**src/hw/rtl/jtl_pkg.sv**
```systemverilog
// Shared types, token codes and literal tables for the JSON token lexer.
`default_nettype none

package jtl_pkg;

  localparam int POS_BITS = 32;
  localparam int MAX_RES  = 3;
  localparam int RQ_DEPTH = 4;
  localparam int RQ_AW    = $clog2(RQ_DEPTH);
  localparam int RQ_CW    = $clog2(RQ_DEPTH + 1);

  typedef logic [POS_BITS-1:0] pos_t;

  localparam logic [3:0] KIND_END    = 4'd0;
  localparam logic [3:0] KIND_LBRACK = 4'd1;
  localparam logic [3:0] KIND_RBRACK = 4'd2;
  localparam logic [3:0] KIND_LBRACE = 4'd3;
  localparam logic [3:0] KIND_RBRACE = 4'd4;
  localparam logic [3:0] KIND_COLON  = 4'd5;
  localparam logic [3:0] KIND_COMMA  = 4'd6;
  localparam logic [3:0] KIND_TRUE   = 4'd7;
  localparam logic [3:0] KIND_NULL   = 4'd9;
  localparam logic [3:0] KIND_NUMBER = 4'd10;
  localparam logic [3:0] KIND_STRING = 4'd11;
  localparam logic [3:0] KIND_SPACE  = 4'd12;
  localparam logic [3:0] KIND_ERROR  = 4'd13;

  localparam logic [1:0] CAUSE_NONE    = 2'd0;
  localparam logic [1:0] CAUSE_UNKNOWN = 2'd1;
  localparam logic [1:0] CAUSE_LITERAL = 2'd2;
  localparam logic [1:0] CAUSE_UNTERM  = 2'd3;

  localparam logic [1:0] LIT_TRUE  = 2'd0;
  localparam logic [1:0] LIT_FALSE = 2'd1;
  localparam logic [1:0] LIT_NULL  = 2'd2;

  typedef enum logic [6:0] {
    PH_IDLE    = 7'b0000001,
    PH_LIT     = 7'b0000010,
    PH_INT     = 7'b0000100,
    PH_DOT     = 7'b0001000,
    PH_FRAC    = 7'b0010000,
    PH_STR     = 7'b0100000,
    PH_SWALLOW = 7'b1000000
  } phase_e;

  typedef struct packed {
    logic [3:0] kind;
    logic [1:0] cause;
    pos_t       start;
    pos_t       len;
    logic       last;
  } res_t;

  function automatic res_t mk_res(logic [3:0] kind, logic [1:0] cause, pos_t start, pos_t len);
    res_t r;
    r.kind  = kind;
    r.cause = cause;
    r.start = start;
    r.len   = len;
    r.last  = 1'b0;
    return r;
  endfunction

  function automatic logic [2:0] lit_len(logic [1:0] which);
    return (which == LIT_FALSE) ? 3'd4 : 3'd3;
  endfunction

  // Expected byte after the first letter of each literal.
  function automatic logic [7:0] lit_char(logic [1:0] which, logic [1:0] idx);
    logic [7:0] c;
    c = 8'h00;
    unique case (which)
      LIT_TRUE: begin
        unique case (idx)
          2'd0: c = "r";
          2'd1: c = "u";
          2'd2: c = "e";
          default: c = 8'h00;
        endcase
      end
      LIT_FALSE: begin
        unique case (idx)
          2'd0: c = "a";
          2'd1: c = "l";
          2'd2: c = "s";
          default: c = "e";
        endcase
      end
      default: begin
        unique case (idx)
          2'd0: c = "u";
          2'd1: c = "l";
          2'd2: c = "l";
          default: c = 8'h00;
        endcase
      end
    endcase
    return c;
  endfunction

  function automatic logic is_digit(logic [7:0] b);
    return (b >= "0") && (b <= "9");
  endfunction

endpackage

`default_nettype wire

```
**src/hw/rtl/jtl_res_fifo.sv**
```systemverilog
// Result queue that takes up to three results per cycle and releases one.
`default_nettype none

module jtl_res_fifo (
  input  wire logic                    clk_i,
  input  wire logic                    rst_ni,
  input  wire logic [1:0]              push_n_i,
  input  wire jtl_pkg::res_t           push_i [jtl_pkg::MAX_RES],
  input  wire logic                    pop_i,
  output jtl_pkg::res_t                head_o,
  output logic                         valid_o,
  output logic [jtl_pkg::RQ_CW-1:0]    count_o
);
  import jtl_pkg::*;

  res_t             mem_q [RQ_DEPTH];
  logic [RQ_AW-1:0] head_q, head_d;
  logic [RQ_AW-1:0] tail_q, tail_d;
  logic [RQ_CW-1:0] cnt_q, cnt_d;
  logic             pop;

  assign valid_o = (cnt_q != '0);
  assign pop     = pop_i && valid_o;
  assign head_o  = mem_q[head_q];
  assign count_o = cnt_q;

  always_comb begin
    head_d = head_q + RQ_AW'(pop);
    tail_d = tail_q + RQ_AW'(push_n_i);
    cnt_d  = cnt_q + RQ_CW'(push_n_i) - RQ_CW'(pop);
  end

  always_ff @(posedge clk_i) begin
    for (int i = 0; i < MAX_RES; i++) begin
      if (RQ_CW'(i) < RQ_CW'(push_n_i)) begin
        mem_q[tail_q + RQ_AW'(i)] <= push_i[i];
      end
    end
  end

  always_ff @(posedge clk_i or negedge rst_ni) begin
    if (!rst_ni) begin
      head_q <= '0;
      tail_q <= '0;
      cnt_q  <= '0;
    end else begin
      head_q <= head_d;
      tail_q <= tail_d;
      cnt_q  <= cnt_d;
    end
  end

  assert property (@(posedge clk_i) disable iff (!rst_ni) cnt_q <= RQ_CW'(RQ_DEPTH))
    else $error("Result queue count exceeds its depth.");

  assert property (@(posedge clk_i) disable iff (!rst_ni)
    (push_n_i != 2'd0) && !pop |=> cnt_q == $past(cnt_q) + RQ_CW'($past(push_n_i)))
    else $error("Result queue lost or invented a word.");

endmodule

`default_nettype wire

```
**src/hw/rtl/json_token_lexer.sv**
```systemverilog
// Streaming JSON token lexer: one source byte per word in, token records out.
//
// The input channel carries one word per byte of JSON text (mode_i low), or
// an end-of-source word (mode_i high) that flushes any open token, reports an
// end token and returns the lexer to offset zero. The output channel carries
// one token record per word: kind, error cause, start offset, length and a
// flag on the last record caused by a given input word.
// An input word is captured in an input register and lexed once the result
// queue holds at most one record; its zero to three records are then written
// into a four-entry result queue. One input word is taken every cycle as long
// as the queue holds at most one record, so the rate is one byte per cycle
// while each byte yields at most one record and the receiver keeps up; a word
// that yields two or three records holds input ready low until the single
// read port of the result queue has brought it back to at most one record.
// When the receiver stalls, the queue fills and input ready drops; no record
// is lost. Reset empties the queue and the input register and starts a new
// source at offset zero.
`default_nettype none

module json_token_lexer (
  input  wire logic        clk_i,
  input  wire logic        rst_ni,
  input  wire logic        in_valid_i,
  output logic             in_ready_o,
  input  wire logic        mode_i,
  input  wire logic [7:0]  text_byte_i,
  output logic             out_valid_o,
  input  wire logic        out_ready_i,
  output logic [3:0]       token_kind_o,
  output logic [1:0]       error_cause_o,
  output logic [31:0]      start_offset_o,
  output logic [31:0]      token_length_o,
  output logic             last_of_run_o
);
  import jtl_pkg::*;

  logic             s1_valid_q;
  logic             mode_q;
  logic [7:0]       byte_q;
  logic             proc;
  logic             in_fire;

  phase_e           phase_q, phase_d;
  logic [1:0]       which_q, which_d;
  logic [2:0]       prog_q, prog_d;
  pos_t             pos_q, pos_d;
  pos_t             beg_q, beg_d;

  res_t             f_res;
  logic             f_emit;
  phase_e           f_phase;
  logic             f_lit;
  logic             f_start;
  logic [1:0]       f_which;

  res_t             pre0, pre1, tail_res;
  logic [1:0]       pre_n;
  logic             tail_en;
  logic [1:0]       res_n;
  res_t             slots [MAX_RES];
  logic [1:0]       push_n;
  logic [RQ_CW-1:0] q_count;
  res_t             q_head;
  logic             lit_hit;
  logic [2:0]       lit_next;

  assign proc       = s1_valid_q && (q_count <= RQ_CW'(RQ_DEPTH - MAX_RES));
  assign in_ready_o = !s1_valid_q || proc;
  assign in_fire    = in_valid_i && in_ready_o;

  always_ff @(posedge clk_i or negedge rst_ni) begin
    if (!rst_ni) begin
      s1_valid_q <= 1'b0;
    end else if (in_ready_o) begin
      s1_valid_q <= in_valid_i;
    end
  end

  always_ff @(posedge clk_i) begin
    if (in_fire) begin
      mode_q <= mode_i;
      byte_q <= text_byte_i;
    end
  end

  // Classification of a byte that starts a new token.
  always_comb begin
    f_emit  = 1'b1;
    f_phase = PH_IDLE;
    f_lit   = 1'b0;
    f_start = 1'b0;
    f_which = LIT_TRUE;
    f_res   = mk_res(KIND_ERROR, CAUSE_UNKNOWN, pos_q, pos_t'(1));
    priority case (byte_q)
      "[": f_res.kind = KIND_LBRACK;
      "]": f_res.kind = KIND_RBRACK;
      "{": f_res.kind = KIND_LBRACE;
      "}": f_res.kind = KIND_RBRACE;
      ":": f_res.kind = KIND_COLON;
      ",": f_res.kind = KIND_COMMA;
      " ", 8'h0d, 8'h0a, 8'h09: f_res.kind = KIND_SPACE;
      "t", "f", "n": begin
        f_emit  = 1'b0;
        f_phase = PH_LIT;
        f_lit   = 1'b1;
        f_start = 1'b1;
        f_which = (byte_q == "t") ? LIT_TRUE : (byte_q == "f") ? LIT_FALSE : LIT_NULL;
      end
      "\"": begin
        f_emit  = 1'b0;
        f_phase = PH_STR;
        f_start = 1'b1;
      end
      default: begin
        if (byte_q == "-" || is_digit(byte_q)) begin
          f_emit  = 1'b0;
          f_phase = PH_INT;
          f_start = 1'b1;
        end
      end
    endcase
    if (f_res.kind != KIND_ERROR) begin
      f_res.cause = CAUSE_NONE;
    end
  end

  always_comb begin
    phase_d  = phase_q;
    which_d  = which_q;
    prog_d   = prog_q;
    pos_d    = pos_q;
    beg_d    = beg_q;
    pre0     = mk_res(KIND_NUMBER, CAUSE_NONE, beg_q, pos_q - beg_q);
    pre1     = mk_res(KIND_ERROR, CAUSE_UNKNOWN, pos_q - pos_t'(1), pos_t'(1));
    pre_n    = 2'd0;
    tail_en  = 1'b0;
    tail_res = f_res;
    lit_hit  = (prog_q < lit_len(which_q)) && (byte_q == lit_char(which_q, prog_q[1:0]));
    lit_next = prog_q + 3'd1;

    if (mode_q) begin
      unique case (phase_q)
        PH_LIT: begin
          pre0  = mk_res(KIND_ERROR, CAUSE_LITERAL, beg_q, pos_q - beg_q);
          pre_n = 2'd1;
        end
        PH_INT, PH_FRAC: pre_n = 2'd1;
        PH_DOT: begin
          pre0.len = pos_q - pos_t'(1) - beg_q;
          pre_n    = 2'd2;
        end
        PH_STR: begin
          pre0  = mk_res(KIND_ERROR, CAUSE_UNTERM, beg_q, pos_q - beg_q);
          pre_n = 2'd1;
        end
        default: pre_n = 2'd0;
      endcase
      tail_en  = 1'b1;
      tail_res = mk_res(KIND_END, CAUSE_NONE, pos_q, '0);
      phase_d  = PH_IDLE;
      which_d  = LIT_TRUE;
      prog_d   = '0;
      pos_d    = '0;
      beg_d    = '0;
    end else begin
      pos_d = pos_q + pos_t'(1);
      unique case (phase_q)
        PH_LIT: begin
          if (lit_hit) begin
            prog_d = lit_next;
            if (lit_next >= lit_len(which_q)) begin
              pre0 = mk_res((which_q == 2'd3) ? KIND_NULL : KIND_TRUE + {2'b00, which_q},
                            CAUSE_NONE, beg_q, pos_t'(lit_next) + pos_t'(1));
              pre_n   = 2'd1;
              phase_d = PH_IDLE;
            end
          end else begin
            pre0    = mk_res(KIND_ERROR, CAUSE_LITERAL, beg_q, pos_q + pos_t'(1) - beg_q);
            pre_n   = 2'd1;
            phase_d = PH_SWALLOW;
          end
        end
        PH_INT, PH_FRAC: begin
          if (is_digit(byte_q)) begin
            phase_d = phase_q;
          end else if (phase_q == PH_INT && byte_q == ".") begin
            phase_d = PH_DOT;
          end else begin
            pre_n   = 2'd1;
            tail_en = f_emit;
            phase_d = f_phase;
            if (f_lit) begin
              which_d = f_which;
              prog_d  = '0;
            end
            if (f_start) begin
              beg_d = pos_q;
            end
          end
        end
        PH_DOT: begin
          if (is_digit(byte_q)) begin
            phase_d = PH_FRAC;
          end else begin
            pre0.len = pos_q - pos_t'(1) - beg_q;
            pre_n    = 2'd2;
            tail_en  = f_emit;
            phase_d  = f_phase;
            if (f_lit) begin
              which_d = f_which;
              prog_d  = '0;
            end
            if (f_start) begin
              beg_d = pos_q;
            end
          end
        end
        PH_STR: begin
          if (byte_q == "\"") begin
            pre0    = mk_res(KIND_STRING, CAUSE_NONE, beg_q, pos_q + pos_t'(1) - beg_q);
            pre_n   = 2'd1;
            phase_d = PH_IDLE;
          end
        end
        PH_SWALLOW: phase_d = PH_SWALLOW;
        default: begin
          tail_en = f_emit;
          phase_d = f_phase;
          if (f_lit) begin
            which_d = f_which;
            prog_d  = '0;
          end
          if (f_start) begin
            beg_d = pos_q;
          end
        end
      endcase
    end
  end

  // Pending records come first, then the record of the byte itself.
  always_comb begin
    res_n    = pre_n + 2'(tail_en);
    slots[0] = (pre_n >= 2'd1) ? pre0 : tail_res;
    slots[1] = (pre_n >= 2'd2) ? pre1 : tail_res;
    slots[2] = tail_res;
    for (int i = 0; i < MAX_RES; i++) begin
      slots[i].last = (res_n != 2'd0) && (2'(i) == res_n - 2'd1);
    end
    push_n = proc ? res_n : 2'd0;
  end

  always_ff @(posedge clk_i or negedge rst_ni) begin
    if (!rst_ni) begin
      phase_q <= PH_IDLE;
      which_q <= LIT_TRUE;
      prog_q  <= '0;
      pos_q   <= '0;
      beg_q   <= '0;
    end else if (proc) begin
      phase_q <= phase_d;
      which_q <= which_d;
      prog_q  <= prog_d;
      pos_q   <= pos_d;
      beg_q   <= beg_d;
    end
  end

  jtl_res_fifo u_res_fifo (
    .clk_i    (clk_i),
    .rst_ni   (rst_ni),
    .push_n_i (push_n),
    .push_i   (slots),
    .pop_i    (out_ready_i),
    .head_o   (q_head),
    .valid_o  (out_valid_o),
    .count_o  (q_count)
  );

  assign token_kind_o   = q_head.kind;
  assign error_cause_o  = q_head.cause;
  assign start_offset_o = 32'(q_head.start);
  assign token_length_o = 32'(q_head.len);
  assign last_of_run_o  = q_head.last;

  assert property (@(posedge clk_i) disable iff (!rst_ni)
    proc && mode_q |=> (pos_q == '0) && (phase_q == PH_IDLE))
    else $error("End word did not return the lexer to offset zero.");

  assert property (@(posedge clk_i) disable iff (!rst_ni)
    proc && !mode_q |=> pos_q == $past(pos_q) + pos_t'(1))
    else $error("Byte offset did not advance by one on a data word.");

  assert property (@(posedge clk_i) disable iff (!rst_ni)
    proc && mode_q |-> (push_n != 2'd0) && (slots[push_n - 2'd1].kind == KIND_END))
    else $error("End word did not close with an end token.");

  assert property (@(posedge clk_i) disable iff (!rst_ni)
    phase_q == PH_SWALLOW && proc && !mode_q |-> push_n == 2'd0)
    else $error("Record produced while swallowing after a literal error.");

endmodule

`default_nettype wire

```
**config.mk**
```make
export PLATFORM = sky130hd
export DESIGN_NAME = json_token_lexer
export DESIGN_NICKNAME = d
export VERILOG_FILES = /design/src/hw/rtl/jtl_pkg.sv /design/src/hw/rtl/jtl_res_fifo.sv /design/src/hw/rtl/json_token_lexer.sv
export SDC_FILE = /design/constraint.sdc
export NUM_CORES = 1
export LEC_CHECK = 0
export ABC_AREA = 1
export BUFFER_PORTS_ARGS = -buffer_cell sky130_fd_sc_hd__buf_2
export CAP_MARGIN = 20
export CORE_MARGIN = 1.5
export CORE_UTILIZATION = 30
export CTS_BUF_LIST = sky130_fd_sc_hd__clkbuf_16
export DETAILED_ROUTE_END_ITERATION = 6
export SETUP_SLACK_MARGIN = 0.02
export SYNTH_ARGS = -nofsm -noshare
export SYNTH_HDL_FRONTEND = slang
export SYNTH_SLANG_ARGS = --single-unit
```
**constraint.sdc**
```tcl
create_clock -name clk_i -period 15.7 [get_ports clk_i]
set_input_delay 1.57 -clock clk_i [delete_from_list [all_inputs] [get_ports clk_i]]
set_output_delay 1.57 -clock clk_i [all_outputs]
set_load 0.05 [all_outputs]
```
Word level (Yosys, flattened, before mapping)
Memory sizes are Yosys's and may differ from the RTL's.
Cells that the tools add are included.

storage, ports and cells
  flip-flop bits (word level) = 93
  latch bits = 0
  memory bits (writable) = 284
  bits in read-only memories = 0
  input port bits = 13
  output and inout bits = 73
  logic and storage cells = 185
  memories kept = 1

memories
  name              words  bits a word  read ports  clocked after Yosys merged registers in  write ports  RTL line            RTL
  u_res_fifo.mem_q  4      71           1           0                                        3            jtl_res_fifo.sv:16  res_t mem_q [RQ_DEPTH];

cells by class
  add/subtract/negate cells = 16
  multipliers = 0
  div/mod/pow operators = 0
  magnitude comparators = 10
  eq/ne operators = 38
  shift-type cells = 0
  muxes and demuxes = 80
  bitwise gates (word level) = 0
  reduce and logical (&&, ||, !) cells = 29

operator list
  operator                                                                number
  71-bit 2-to-1 mux                                                       6
  32-bit 2-to-1 mux                                                       8
  32-bit case mux with 3 select lines                                     2
  32-bit subtractor                                                       3
  38-bit case mux with 2 select lines                                     1
  37-bit case mux with 2 select lines                                     1
  68-bit 2-to-1 mux                                                       1
  8-bit by 7-bit equality test with 1-bit output (second input constant)  7
  7-bit 2-to-1 mux                                                        7
  8-bit by 6-bit equality test with 1-bit output (second input constant)  6
  7-bit case mux with 5 select lines                                      1
  32-bit by 1-bit adder with 32-bit output (second input constant)        1
  32-bit by 1-bit subtractor with 32-bit output (second input constant)   1
  4-bit case mux with 7 select lines                                      1
  8-bit by 4-bit equality test with 1-bit output (second input constant)  3
  2-bit 2-to-1 mux                                                        12
  3-bit 2-to-1 mux                                                        8
  7-bit case mux with 3 select lines                                      1
  1-bit 2-to-1 mux                                                        18
  6-bit case mux with 3 select lines                                      1
  8-bit case mux with 2 select lines                                      1
  3-bit != test (second input constant)                                   5
  5-bit case mux with 3 select lines                                      1
  7-bit case mux with 2 select lines                                      1
  other kinds (52)                                                        76

Depth between registers and ports, before layout
  word-level depth = 14
  gate-level depth with buffers = 33
  depth with buffers taken out = 30

Hierarchy
A second synthesis with hierarchy kept.

second synthesis, totals
  cell total of the unflattened synthesis = 5046
  area, all modules = 32597.5 um^2

modules (own cells, without submodules)
  module            times used  cells each  area an instance (um^2)  sequential area each (um^2)
  jtl_res_fifo      1           2544        18428.9                  8703.3
  json_token_lexer  1           2502        14168.6                  2198.4

Least setup slack after synthesis
No wires, ideal clock.

  path type = reg-to-reg
  start = reg prog_q[0]
  end = mem u_res_fifo.mem_q[0][66] in the netlist's numbering
  library setup time = 0.069 ns
  data arrival time = 5.254 ns
  required time = 15.631 ns
  slack = 10.377 ns
  stages on the path, launching flop included = 27
  path buffers = 3
  clock period less this slack = 5.323 ns
  path through = dfrtp_1 > ha_1 > or2_2 > nand2_1 > inv_1 > ha_1 > nand3b_1 > o2111ai_1 > inv_1 > nand3_1 > nand2_1 > nand4_1 > nand2_2 > buf_4 > buf_6 > inv_1 > ha_1 > inv_1 > nor2_1 > inv_1 > nand2_4 > nand2_2 > nand3_1 > inv_2 > buf_2 > nand2_1 > o21ai_1

RTL lines
  element                 RTL line                 RTL
  start, declared         json_token_lexer.sv:45   logic [2:0] prog_q, prog_d;
  start signal, assigned  json_token_lexer.sv:263  prog_q <= prog_d;
  end, declared           jtl_res_fifo.sv:16

==> results_dict.tcl <==
set metrics [dict create \
    syn_to_final_growth_pct 10.1 \
    cp_data_required_time_ps 16180 \
    slew_headroom 0.279 \
    drive_above_1_share 0.0731 \
    initialDrtViolationCount 2887 \
    pin_count 86 \
    synth-seq-cells 377 \
    grt_use_met1 0.316 \
    holdPathStages 2 \
    rsz0062_at_grt "no" \
    slew_violations 0 \
    status "finished clean" \
    post_cts_buffers 0 \
    power.share.clock 0.160 \
    initial_core_util 0.303 \
    cts_resized 0 \
    final_nets 4236 \
    die_area_um2 94600 \
    yosysWarnings 0 \
    ys_seq_area_frac 0.346 \
    drc 0 \
    combPwrFrac 0.622 \
    clk_latency_ps 610 \
    ant_nets 0 \
    wl_per_cell_um 20.0 \
    grt_max_degree 100 \
    finalHoldViolCount 0 \
    synthFlopType "edfxtp_1" \
    syn_nets 4274 \
    antenna_cells 0 \
    ir_worst_vdd_v 0.0000969 \
    fmax_mhz 156 \
    p_leak_uw 0.0142 \
    fp.dieW_um 308 \
    clkSlewWorstSetupHoldPaths_ps 60 \
    rr_worst_depth 27 \
    seq_power_share 0.218 \
    gp_congestion 0.982 \
    path_class "reg -> reg" \
    cap_violations 0 \
    worst_slew_pin_slew_ps 1080 \
    gr-max-usage-layer "met2" \
    rows 111 \
    hp-class "reg -> reg" \
    startpoint_type "flip-flop" \
    clock_sinks 377 \
    wirelength_mm 108 \
    fin_skew_ps 22.3 \
    numCtsBuffers 44 \
    use_met2 0.350 \
    setup_viol 0 \
    met3_usage 0.0284 \
    crit_fanout 40 \
    tns_ps 0 \
    vias 28500 \
    cellPowerDensity_nw_per_um2 212 \
    cts_tree "built" \
    worst_setup_path_end_kind "flip-flop" \
    fillers 9961 \
    cts.hold.buffers_added 0 \
    clockBufferDepth 3 \
    drt_pass1_iterations 6 \
    stdcell_count 5387 \
    grt_pass1_wl_mm 164 \
    synth.avg_cell_area_um2 6.71 \
    synthArstFlopShare 0.223 \
    period_minus_slack_ps 6410 \
    grt.overflow.total 0 \
    netlist-cell-type-count 61 \
    synth_edf_count 165 \
    grt_antenna_before_repair 0 \
    h-tree-depth 2 \
    fin_crit_sh 0.409 \
    grt_pass1_vias 26800 \
    die_h_um 308 \
    p_sw_uw 3630 \
    p_int_uw 2860 \
    grt_usage 0.225 \
    syn_inst 4146 \
    io_buffers 85 \
    synth_area_um2 27800 \
    core_area_um2 91800 \
    cts_root_buffer "clkbuf_16" \
    dp.cells 5305 \
    vias_per_cell 5.29 \
    switching_share 0.559 \
    arrival_ps 6900 \
    dp_hpwl_mm 80.2 \
]
[Yosys cell counts (60+ instances only)]
cell type / count / area share
clkbuf_1: 114 / 0.015
a21oi_1: 152 / 0.027
buf_2: 60 / 0.011
nand2_1: 1322 / 0.18
inv_1: 298 / 0.040
nand3_1: 489 / 0.088
xor2_1: 70 / 0.022
nor2_1: 388 / 0.052
dfxtp_1: 128 / 0.092
dfrtp_1: 83 / 0.075
edfxtp_1: 165 / 0.18
ha_1: 111 / 0.050
o21ai_0: 280 / 0.050
o22ai_1: 104 / 0.023
[area by class of cell]
cell class              instances  area [µm²]  share of cell area
multi-input cells            3236       16100               0.525
flip-flops and latches        377        9630               0.314
well taps                    1243        1560              0.0508
inverters                     332        1250              0.0410
clock buffers                  48        1200              0.0392
repair buffers                117         668              0.0218
clock inverters                34         246             0.00805
[worst paths after layout]
| kind | to | slack [ps] | startpoint |
|---|---|---|---|
| min reg2reg | u_res_fifo.mem_q[1][20]$_SDFFE_PP0P_ | 440 | u_res_fifo.mem_q[1][20]$_SDFFE_PP0P_ |
| min in group asynchronous | s1_valid_q$_DFFE_PN0N_ | 960 | rst_ni |
| max in group asynchronous | u_res_fifo.head_q[0]$_DFF_PN0_ | 13520 | rst_ni |
| min | u_res_fifo.mem_q[1][20]$_SDFFE_PP0P_ | 440 | u_res_fifo.mem_q[1][20]$_SDFFE_PP0P_ |
| max | u_res_fifo.mem_q[2][20]$_SDFFE_PP0P_ | 9290 | prog_q[0]$_DFFE_PN0P_ |
| max reg2reg | u_res_fifo.mem_q[2][20]$_SDFFE_PP0P_ | 9290 | prog_q[0]$_DFFE_PN0P_ |
[kinds of logic after synthesis]
logic type,share of synthesized area
AO/OA/AOI/OAI,0.129
XOR/XNOR,0.0280
adder cells (fa/ha/maj),0.0528
buffers and inverters,0.0773
flip-flops,0.346
AND/OR/NAND/NOR,0.367
[power by group through the flow]
stage	sequential, µW	combinational, µW	clock, µW
after detailed placement	1430	3980	0
after global placement	1430	3980	0
after CTS	1410	4000	1060
after floorplan	1390	2720	0
after global routing	1440	4360	1090
final	1410	4040	1040
[worst max-delay path, stage by stage (launching register included)]
cell	delay, ps
dfrtp_1	450
ha_1	310
or2_2	290
nand2_1	90
inv_1	80
ha_1	330
nand3b_1	120
o2111ai_1	320
inv_1	280
nand3_1	110
nand2_1	90
nand4_1	90
nand2_2	90
buf_4	450
inv_1	110
ha_1	250
nand2_2	80
nand2_2	90
nor2_8	130
nand2_1	160
nor2_2	110
buf_4	450
inv_2	120
nand3_2	310
buf_4	540
inv_2	480
nand2_1	170
nand2_1	60
[layer usage]
| layer | up-vias | share of wire |
|---|---|---|
| met5 | - | 0 |
| met4 | 0 | 0.037 |
| met3 | 161 | 0.078 |
| met2 | 1174 | 0.44 |
| met1 | 13400 | 0.45 |
| li1 | 13700 | - |
[cells in the final DEF (no fill, tap or decap), types with 21 or more instances in the layout]
cell / instances
nor2_1: 387
buf_4: 33
nor3_1: 35
dfrtp_1: 81
nand2_1: 1322
xor2_1: 70
a21oi_1: 152
dfxtp_1: 128
o21ai_0: 280
o31ai_1: 33
nor4_1: 21
nand3_1: 487
nand4_1: 38
clkbuf_16: 48
o22ai_1: 104
inv_1: 303
buf_2: 84
inv_2: 29
edfxtp_1: 165
ha_1: 111
[stage by stage]
step	hold WS (ps)	area, µm²	power, µW	worst slack [ps]	util
final	440	30600	6490	9290	0.334
after global routing	459	30600	6890	8760	0.334
after global placement	427	29200	5410	9490	0.318
after floorplan	414	27800	4100	10380	-
after CTS	442	30600	6470	9180	0.334
after detailed placement	428	29200	5410	9210	0.318
[flip-flops by register name (all words and copies together), names as in the netlist]
name,cells
s1_valid_q,1
u_res_fifo.head_q,2
pos_q,32
u_res_fifo.count_o,3
u_res_fifo.tail_q,2
beg_q,32
prog_q,3
which_q,2
phase_q,7
byte_q,8
u_res_fifo.mem_q,284
mode_q,1
Power figures use the tool's default switching activity.
